--- src/hdl/hilbert_allpass_quadrature_pair_defines.svh ---
// ---------------------------------------------------------------------------
// hilbert allpass quadrature pair assertion macros
// shared concurrent assertion forms, clocked on clk, off during reset
// ---------------------------------------------------------------------------
`ifndef HILBERT_ALLPASS_QUADRATURE_PAIR_DEFINES_SVH
`define HILBERT_ALLPASS_QUADRATURE_PAIR_DEFINES_SVH

`ifndef NO_ASSERTIONS

// property holds at every edge
`define HAQP_ASSERT(lbl, prop) \
  lbl: assert property (@(posedge clk) disable iff (!rst_n) (prop)) \
    else $error("assertion failed");

// consequence holds in the cycle after the trigger
`define HAQP_ASSERT_NEXT(lbl, trig, cons) \
  lbl: assert property (@(posedge clk) disable iff (!rst_n) (trig) |=> (cons)) \
    else $error("assertion failed");

`else

`define HAQP_ASSERT(lbl, prop)
`define HAQP_ASSERT_NEXT(lbl, trig, cons)

`endif

`endif

--- src/hdl/haqp_pkg.sv ---
// ---------------------------------------------------------------------------
// haqp_pkg
// shared constants and controller/datapath interface types
// ---------------------------------------------------------------------------
package haqp_pkg;

  localparam int SECTIONS_DEF  = 4;
  localparam int SAMPLE_DEF    = 24;
  localparam int COEF_FRAC_DEF = 18;

  localparam int COEF_W    = 18;
  localparam int NUM_REGS  = 8;
  localparam int REG_IDX_W = 3;
  localparam int COEF_SEL_MAX = 3;

  localparam logic [COEF_W-1:0] COEF_RESET [NUM_REGS] = '{
    18'd125672, 18'd229695, 18'd256009, 18'd261488,
    18'd42404,  18'd192159, 18'd247818, 18'd259680
  };

  typedef struct packed {
    logic load;
    logic mul;
    logic acc;
    logic publish;
  } cmd_t;

  typedef struct packed {
    logic last;
  } sts_t;

endpackage

--- src/hdl/haqp_dp.sv ---
// ---------------------------------------------------------------------------
// haqp_dp
// shared multiplier datapath: one allpass section at a time, history
// registers, coefficient registers and the output register
// ---------------------------------------------------------------------------
module haqp_dp #(
  parameter int SECTIONS_PER_BRANCH = haqp_pkg::SECTIONS_DEF,
  parameter int SAMPLE_BITS         = haqp_pkg::SAMPLE_DEF,
  parameter int COEF_FRAC_BITS      = haqp_pkg::COEF_FRAC_DEF
) (
  input  logic                              clk,
  input  logic                              rst_n,
  input  haqp_pkg::cmd_t                    cmd,
  output haqp_pkg::sts_t                    sts,
  input  logic signed [SAMPLE_BITS-1:0]     sample_in,
  input  logic                              cfg_we,
  input  logic [haqp_pkg::REG_IDX_W-1:0]    cfg_index,
  input  logic [haqp_pkg::COEF_W-1:0]       cfg_data,
  output logic signed [SAMPLE_BITS-1:0]     in_phase,
  output logic signed [SAMPLE_BITS-1:0]     quadrature
);

  localparam int CW    = haqp_pkg::COEF_W;
  localparam int INNER = SAMPLE_BITS + 2;
  localparam int SUMW  = INNER + 1;
  localparam int PRODW = SUMW + CW + 1;
  localparam int RW    = PRODW + 1;
  localparam int DW    = RW + 1;
  localparam int SECT  = 2 * SECTIONS_PER_BRANCH;
  localparam int SW    = $clog2(SECT);

  localparam logic signed [RW-1:0]    HALF = RW'(1) << (COEF_FRAC_BITS - 1);
  localparam logic signed [DW-1:0]    IMAX = DW'({1'b0, {(INNER-1){1'b1}}});
  localparam logic signed [DW-1:0]    IMIN = ~IMAX;
  localparam logic signed [INNER-1:0] SMAX = INNER'({1'b0, {(SAMPLE_BITS-1){1'b1}}});
  localparam logic signed [INNER-1:0] SMIN = ~SMAX;

  logic [CW-1:0]                coef_r [haqp_pkg::NUM_REGS];
  logic signed [INNER-1:0]      ih1_r [SECT];
  logic signed [INNER-1:0]      ih2_r [SECT];
  logic signed [INNER-1:0]      oh1_r [SECT];
  logic signed [INNER-1:0]      oh2_r [SECT];
  logic [SW-1:0]                sect_r;
  logic signed [SAMPLE_BITS-1:0] sample_r;
  logic signed [INNER-1:0]      chain_r;
  logic signed [PRODW-1:0]      prod_r;
  logic signed [SAMPLE_BITS-1:0] a_r;
  logic signed [SAMPLE_BITS-1:0] b_r;
  logic signed [SAMPLE_BITS-1:0] held_r;
  logic signed [SAMPLE_BITS-1:0] out_i_r;
  logic signed [SAMPLE_BITS-1:0] out_q_r;

  logic                         branch_b;
  logic [SW-1:0]                k_loc;
  logic [31:0]                  k_wide;
  logic [1:0]                   k_sel;
  logic [haqp_pkg::REG_IDX_W-1:0] coef_idx;
  logic                         first;
  logic signed [INNER-1:0]      x_cur;
  logic signed [SUMW-1:0]       sum;
  logic signed [CW:0]           coef_s;
  logic signed [PRODW-1:0]      prod_nxt;
  logic signed [RW-1:0]         rnd;
  logic signed [RW-1:0]         shifted;
  logic signed [DW-1:0]         diff;
  logic signed [INNER-1:0]      y;
  logic signed [SAMPLE_BITS-1:0] y_sat;

  // section addressing
  assign branch_b = (sect_r >= SW'(SECTIONS_PER_BRANCH));
  assign k_loc    = branch_b ? (sect_r - SW'(SECTIONS_PER_BRANCH)) : sect_r;
  assign k_wide   = 32'(k_loc);
  assign k_sel    = (k_wide > 32'(haqp_pkg::COEF_SEL_MAX)) ?
                    2'(haqp_pkg::COEF_SEL_MAX) : k_wide[1:0];
  assign coef_idx = {branch_b, k_sel};
  assign first    = (sect_r == '0) || (sect_r == SW'(SECTIONS_PER_BRANCH));
  assign x_cur    = first ? INNER'(sample_r) : chain_r;

  // multiply stage
  assign sum      = SUMW'(x_cur) + SUMW'(oh2_r[sect_r]);
  assign coef_s   = $signed({1'b0, coef_r[coef_idx]});
  assign prod_nxt = sum * coef_s;

  // round, subtract and saturate stage
  assign rnd     = RW'(prod_r) + HALF;
  assign shifted = rnd >>> COEF_FRAC_BITS;
  assign diff    = DW'(shifted) - DW'(ih2_r[sect_r]);

  always_comb begin
    if (diff > IMAX) begin
      y = IMAX[INNER-1:0];
    end else if (diff < IMIN) begin
      y = IMIN[INNER-1:0];
    end else begin
      y = diff[INNER-1:0];
    end
    if (y > SMAX) begin
      y_sat = SMAX[SAMPLE_BITS-1:0];
    end else if (y < SMIN) begin
      y_sat = SMIN[SAMPLE_BITS-1:0];
    end else begin
      y_sat = y[SAMPLE_BITS-1:0];
    end
  end

  assign sts.last = (sect_r == SW'(SECT - 1));

  always_ff @(posedge clk) begin
    if (!rst_n) begin
      for (int i = 0; i < haqp_pkg::NUM_REGS; i++) begin
        coef_r[i] <= haqp_pkg::COEF_RESET[i];
      end
    end else if (cfg_we) begin
      coef_r[cfg_index] <= cfg_data;
    end
  end

  always_ff @(posedge clk) begin
    if (!rst_n) begin
      for (int i = 0; i < SECT; i++) begin
        ih1_r[i] <= '0;
        ih2_r[i] <= '0;
        oh1_r[i] <= '0;
        oh2_r[i] <= '0;
      end
      held_r <= '0;
      sect_r <= '0;
    end else begin
      if (cmd.load) begin
        sect_r <= '0;
      end
      if (cmd.acc) begin
        ih2_r[sect_r] <= ih1_r[sect_r];
        ih1_r[sect_r] <= x_cur;
        oh2_r[sect_r] <= oh1_r[sect_r];
        oh1_r[sect_r] <= y;
        sect_r        <= sect_r + SW'(1);
      end
      if (cmd.publish) begin
        held_r <= a_r;
      end
    end
  end

  always_ff @(posedge clk) begin
    if (cmd.load) begin
      sample_r <= sample_in;
    end
    if (cmd.mul) begin
      prod_r <= prod_nxt;
    end
    if (cmd.acc) begin
      chain_r <= y;
      if (sect_r == SW'(SECTIONS_PER_BRANCH - 1)) begin
        a_r <= y_sat;
      end
      if (sts.last) begin
        b_r <= y_sat;
      end
    end
    if (cmd.publish) begin
      out_i_r <= held_r;
      out_q_r <= b_r;
    end
  end

  assign in_phase   = out_i_r;
  assign quadrature = out_q_r;

endmodule

--- src/hdl/haqp_ctrl.sv ---
// ---------------------------------------------------------------------------
// haqp_ctrl
// sequencer: accepts a transaction, steps the datapath through every
// section, then hands the result to the output register
// ---------------------------------------------------------------------------
`include "hilbert_allpass_quadrature_pair_defines.svh"

module haqp_ctrl (
  input  logic           clk,
  input  logic           rst_n,
  input  logic           in_valid,
  output logic           in_stall,
  output logic           out_valid,
  input  logic           out_stall,
  output haqp_pkg::cmd_t cmd,
  input  haqp_pkg::sts_t sts
);

  localparam logic [1:0] ST_IDLE = 2'd0;
  localparam logic [1:0] ST_MUL  = 2'd1;
  localparam logic [1:0] ST_ACC  = 2'd2;
  localparam logic [1:0] ST_DONE = 2'd3;

  logic [1:0] state_r, state_nxt;
  logic       out_valid_r, out_valid_nxt;
  logic       pub_ok;
  logic       accept;

  assign pub_ok   = !out_valid_r || !out_stall;
  assign in_stall = !((state_r == ST_IDLE) || ((state_r == ST_DONE) && pub_ok));
  assign accept   = in_valid && !in_stall;

  assign cmd.load    = accept;
  assign cmd.mul     = (state_r == ST_MUL);
  assign cmd.acc     = (state_r == ST_ACC);
  assign cmd.publish = (state_r == ST_DONE) && pub_ok;

  always_comb begin
    state_nxt = state_r;
    case (state_r)
      ST_IDLE: begin
        if (accept) state_nxt = ST_MUL;
      end
      ST_MUL: begin
        state_nxt = ST_ACC;
      end
      ST_ACC: begin
        state_nxt = sts.last ? ST_DONE : ST_MUL;
      end
      ST_DONE: begin
        if (pub_ok) state_nxt = accept ? ST_MUL : ST_IDLE;
      end
      default: begin
        state_nxt = ST_IDLE;
      end
    endcase
  end

  assign out_valid_nxt = cmd.publish || (out_valid_r && out_stall);
  assign out_valid     = out_valid_r;

  always_ff @(posedge clk) begin
    if (!rst_n) begin
      state_r     <= ST_IDLE;
      out_valid_r <= 1'b0;
    end else begin
      state_r     <= state_nxt;
      out_valid_r <= out_valid_nxt;
    end
  end

  `HAQP_ASSERT(a_busy_stalls, (state_r == ST_MUL || state_r == ST_ACC) |-> in_stall)
  `HAQP_ASSERT(a_publish_free, cmd.publish |-> (!out_valid_r || !out_stall))
  `HAQP_ASSERT_NEXT(a_accept_starts, accept, state_r == ST_MUL)
  `HAQP_ASSERT_NEXT(a_publish_valid, cmd.publish, out_valid_r)
  `HAQP_ASSERT(a_one_step, !(cmd.mul && cmd.acc))

endmodule

--- src/hdl/hilbert_allpass_quadrature_pair.sv ---
// ---------------------------------------------------------------------------
// hilbert_allpass_quadrature_pair
// allpass-pair hilbert transformer with two cascades of allpass sections
// ---------------------------------------------------------------------------
// usage:
//   input channel in_valid / in_stall carries one signed sample per
//   transaction; the result channel out_valid / out_stall returns the
//   in-phase (branch a, one sample late) and quadrature (branch b) pair
//   per input transaction
//   coefficients are written through cfg_we / cfg_index / cfg_data while idle
// schedule:
//   one multiplier serves all 2*SECTIONS_PER_BRANCH sections, each as a
//   multiply step, then a round/subtract/saturate step, and the result then
//   loads the output register; no new sample is accepted until the result
//   of the last one is published
// reset:
//   synchronous, clears all section histories, the held in-phase value and
//   output valid, and reloads the default coefficients
// stall:
//   a finished result waits in the output register while the next sample
//   is already accepted and processed; the following result waits for it
// ---------------------------------------------------------------------------
module hilbert_allpass_quadrature_pair #(
  parameter int SECTIONS_PER_BRANCH = haqp_pkg::SECTIONS_DEF,
  parameter int SAMPLE_BITS         = haqp_pkg::SAMPLE_DEF,
  parameter int COEF_FRAC_BITS      = haqp_pkg::COEF_FRAC_DEF
) (
  input  logic                           clk,
  input  logic                           rst_n,
  input  logic                           in_valid,
  output logic                           in_stall,
  input  logic signed [SAMPLE_BITS-1:0]  in_sample_in,
  output logic                           out_valid,
  input  logic                           out_stall,
  output logic signed [SAMPLE_BITS-1:0]  out_in_phase,
  output logic signed [SAMPLE_BITS-1:0]  out_quadrature,
  input  logic                           cfg_we,
  input  logic [haqp_pkg::REG_IDX_W-1:0] cfg_index,
  input  logic [haqp_pkg::COEF_W-1:0]    cfg_data
);

  haqp_pkg::cmd_t cmd;
  haqp_pkg::sts_t sts;

  haqp_ctrl u_ctrl (
    .clk       (clk),
    .rst_n     (rst_n),
    .in_valid  (in_valid),
    .in_stall  (in_stall),
    .out_valid (out_valid),
    .out_stall (out_stall),
    .cmd       (cmd),
    .sts       (sts)
  );

  haqp_dp #(
    .SECTIONS_PER_BRANCH (SECTIONS_PER_BRANCH),
    .SAMPLE_BITS         (SAMPLE_BITS),
    .COEF_FRAC_BITS      (COEF_FRAC_BITS)
  ) u_dp (
    .clk        (clk),
    .rst_n      (rst_n),
    .cmd        (cmd),
    .sts        (sts),
    .sample_in  (in_sample_in),
    .cfg_we     (cfg_we),
    .cfg_index  (cfg_index),
    .cfg_data   (cfg_data),
    .in_phase   (out_in_phase),
    .quadrature (out_quadrature)
  );

endmodule
--- config.mk ---
export PLATFORM = sky130hd
export DESIGN_NAME = hilbert_allpass_quadrature_pair
export DESIGN_NICKNAME = d
export VERILOG_FILES = /design/src/hdl/haqp_pkg.sv /design/src/hdl/haqp_dp.sv /design/src/hdl/haqp_ctrl.sv /design/src/hdl/hilbert_allpass_quadrature_pair.sv
export VERILOG_INCLUDE_DIRS = /design/src /design/src/hdl
export SDC_FILE = /design/constraint.sdc
export NUM_CORES = 2
export LEC_CHECK = 0
export ABC_AREA = 1
export BUFFER_PORTS_ARGS = -buffer_cell sky130_fd_sc_hd__buf_4
export CORE_MARGIN = 2
export CORE_UTILIZATION = 39
export DETAILED_ROUTE_END_ITERATION = 10
export PLACE_DENSITY = 0.51
export SYNTH_ARGS = -nofsm -noshare
export SYNTH_HDL_FRONTEND = slang
export SYNTH_SLANG_ARGS = --single-unit
export TNS_END_PERCENT = 20
--- constraint.sdc ---
create_clock -name clk -period 20.8 [get_ports clk]
set_input_delay 3.12 -clock clk [delete_from_list [all_inputs] [get_ports clk]]
set_output_delay 3.12 -clock clk [all_outputs]
set_load 0.01 [all_outputs]
==> flow_summary_export.csv <==
group,metric,value,unit
timing,min_period,11560,ps
critical_path,cp_slowest_cell,"a31oi_1",
logic_synthesis,syn_area_per_cell,9.751,µm²
worst_hold_path,hp-class,"flip-flop to flip-flop",
clock_tree,hold_buffers,0,
clock_tree,clk_latency,810,ps
timing,slew_headroom,18.89,%
placement,hpwlAfterDp,158500,µm
drt,drc_errors,0,
status,outcome,"complete, no violations",
logic_synthesis,ys.flop_type,"edfxtp_1",
final_layout,nets,7887,
run,maxCapViolCount,0,
timing,slew_viol_final,0,
drt,routedWlPerCell,24.57,µm
critical_path,cp_max_fo,90,
placement,gp_congestion,0.9271,
grt,grt.overflow.total,0,
critical_path,cp-end-kind,"flip-flop",
drt,viasPerCell,5.389,
critical_path,worst-endpoint-required,21300,ps
grt,grt_max_degree,153,
clock_tree,cts_resized,0,
timing,grt_setup_unrepaired,"no",
floorplanning,rows,155,
logic_synthesis,syn_nets,7904,
critical_path,max_stage_delay,820,ps
grt,track_usage,25.72,%
logic_synthesis,ys_warn_count,0,
clock_tree,clockRootBuffer,"clkbuf_16",
placement,post-place-ws,9171,ps
critical_path,critPathKind,"flip-flop to flip-flop",
final_layout,drive_gt1_share,7.266,%
logic_synthesis,synthArstFlopShare,0,%
floorplanning,die_w,428.4,µm
floorplanning,core-area,0.1786,mm²
timing,worst_clock_skew,66.36,ps
clock_tree,clk_pin_slew,60,ps
timing,fmax,86.54,MHz
floorplanning,dieHeight,428.4,µm
clock_tree,cts_made_buffers,136,
logic_synthesis,ys_seq_elements,1184,
grt,antenna_found_initial,2,
floorplanning,initial_core_util,39.33,%
logic_synthesis,yosysSeqAreaShare,50.14,%
timing,finalHoldViolCount,0,
critical_path,arrival,12060,ps
final_layout,syn_to_final_growth,10.65,%
timing,layout_worst_path_cycle_share,55.55,%
grt,grt_pass1_wl,349600,µm
logic_synthesis,synthDistinctLibCells,61,
logic_synthesis,synth_edf_count,1151,
placement,portBuffers,99,
drt,finalWirelength,237100,µm
critical_path,start_kind,"flip-flop",
logic_synthesis,synthCells,7204,
timing,finalSetupViolations,0,
critical_path,crit_family,"adder cells",
clock_tree,cts_max_level,4,
timing,setup_tns,0,ps
clock_tree,cts_tree,"yes",
critical_path,path_buf_inv,7,
floorplanning,io_pins,100,
grt,grt_pass1_vias,52520,
timing,fin_ws,9245,ps
floorplanning,die_area,0.1835,mm²
clock_tree,numClockSinks,1184,
drt,vias,52020,
drt,final_antenna_net_count,0,
drt,drtIter0Drc,5230,
clock_tree,post-cts-setup-buffer-count,0,
clock_tree,clk_path_buf_depth,3,
timing,worst_pin_slew,1217,ps
logic_synthesis,synth_area,0.07025,mm²
drt,drt_first_pass_iters,6,
==> worst reg2reg max path: cells and delay by family (launching register included) <==
| kind | cells | cell delay, ps |
|---|---|---|
| xor gates and xnor gates | 1 | 80 |
| buffers and inverters | 7 | 2320 |
| DFF | 1 | 480 |
| AOI/OAI and AO/OA | 3 | 1170 |
| and+or+nand+nor | 15 | 3310 |
| adders and majority gates | 8 | 3950 |
==> path summary, 6_finish.rpt <==
kind / start / to / slack, ps / cells past startpoint
max: flip-flop / u_dp.prod_r[42] / 9240 / 34
min: u_dp.b_r[9] / u_dp.quadrature[9] / 410 / 0
max reg2reg: flip-flop / u_dp.prod_r[42] / 9240 / 34
min reg2reg: u_dp.b_r[9] / u_dp.quadrature[9] / 410 / 0
==> synthesized netlist by cell type (all sizes together), types with 4 or more instances <==
cell type | instances | area share [%]
xor2 | 56 | 0.77
nand4 | 23 | 0.20
or2 | 21 | 0.19
edfxtp | 1151 | 49
clkinv | 11 | 0.059
dfxtp | 33 | 0.94
o21a | 8 | 0.085
nand2 | 823 | 4.6
fa | 478 | 14
nor4 | 9 | 0.080
a21oi | 115 | 0.82
buf | 65 | 0.46
inv | 934 | 5.0
o31ai | 4 | 0.043
nor2 | 1862 | 10
xnor2 | 21 | 0.26
o221ai | 80 | 1.0
o21ai | 576 | 4.1
nand3 | 193 | 1.4
o211ai | 4 | 0.043
nor3 | 47 | 0.33
nand3b | 5 | 0.059
a21o | 9 | 0.096
clkbuf | 288 | 1.5
a211oi | 4 | 0.043
o22ai | 141 | 1.3
a31oi | 45 | 0.40
a32o | 6 | 0.085
ha | 172 | 3.1
==> cell usage in the layout (no fill, tap or decap), drive strengths merged, types with 33 or more instances in the layout <==
cell    Yosys  final
a31oi      45     45
nand2     823    823
a21oi     115    115
o22ai     141    141
edfxtp   1151   1151
nor2     1862   1862
o21ai     576    576
clkbuf    288    187
dfxtp      33     33
o221ai     80     80
nand3     193    193
xor2       56     56
fa        478    478
nor3       47     47
inv       934    943
clkinv     11     58
ha        172    172
buf        65    198
==> flip-flops by register name (all words and copies together), names as in the netlist, named ones only <==
signal,flops
u_ctrl.state_r,2
u_dp.chain_r,26
u_dp.oh1_r,208
u_dp.in_phase,24
u_dp.prod_r,29
u_dp.quadrature,24
u_dp.ih2_r,208
u_dp.sample_r,24
u_ctrl.out_valid,1
u_dp.sect_r,3
u_dp.a_r,24
u_dp.held_r,24
u_dp.ih1_r,208
u_dp.b_r,24
u_dp.oh2_r,208
u_dp.coef_r,144
==> metal layers <==
layer / global-route usage, % / part of all wire, % / vias to the layer above
li1: - / - / 23540
met1: 34.73 / 42 / 26220
met2: 42.39 / 47 / 1909
met3: 3.095 / 6.3 / 364
met4: 9.958 / 4.1 / 0
met5: 0 / 0 / -
==> stage by stage <==
stage	instances	utilization [%]	hold slack, ps	instance area (µm²)
after floorplan	7204	-	400.3	70250
after global placement	9404	41.15	401.5	73500
after detailed placement	9404	41.15	404.5	73500
after CTS	9649	43.51	406.2	77720
after global routing	9649	43.51	424.1	77720
final	9653	43.52	413.7	77730
==> final cells by class <==
| cell class | instances | area [µm²] |
|---|---|---|
| fill | 17290 | 100900 |
| sequential | 1184 | 35240 |
| multi-input combinational | 4722 | 30230 |
| clock buffer | 187 | 3656 |
| inverter | 945 | 3562 |
| tap | 2355 | 2947 |
| timing repair buffer | 198 | 1524 |
| clock inverter | 58 | 565.5 |
| antenna | 4 | 10.01 |
==> kinds of logic after synthesis <==
group / Yosys count / share of synthesized area [%]
AND/OR/NAND/NOR: 2990 / 16.89
XOR/XNOR: 77 / 1.035
multiplexers: 1 / 0.03206
AO/OA/AOI/OAI: 1004 / 8.163
flip-flops: 1184 / 50.14
buffers and inverters: 1298 / 7.050
adder cells (fa/ha/maj): 650 / 16.69
Power is not shown: default switching activity piles up to over one toggle a cycle in this logic, so the estimate is an artifact.
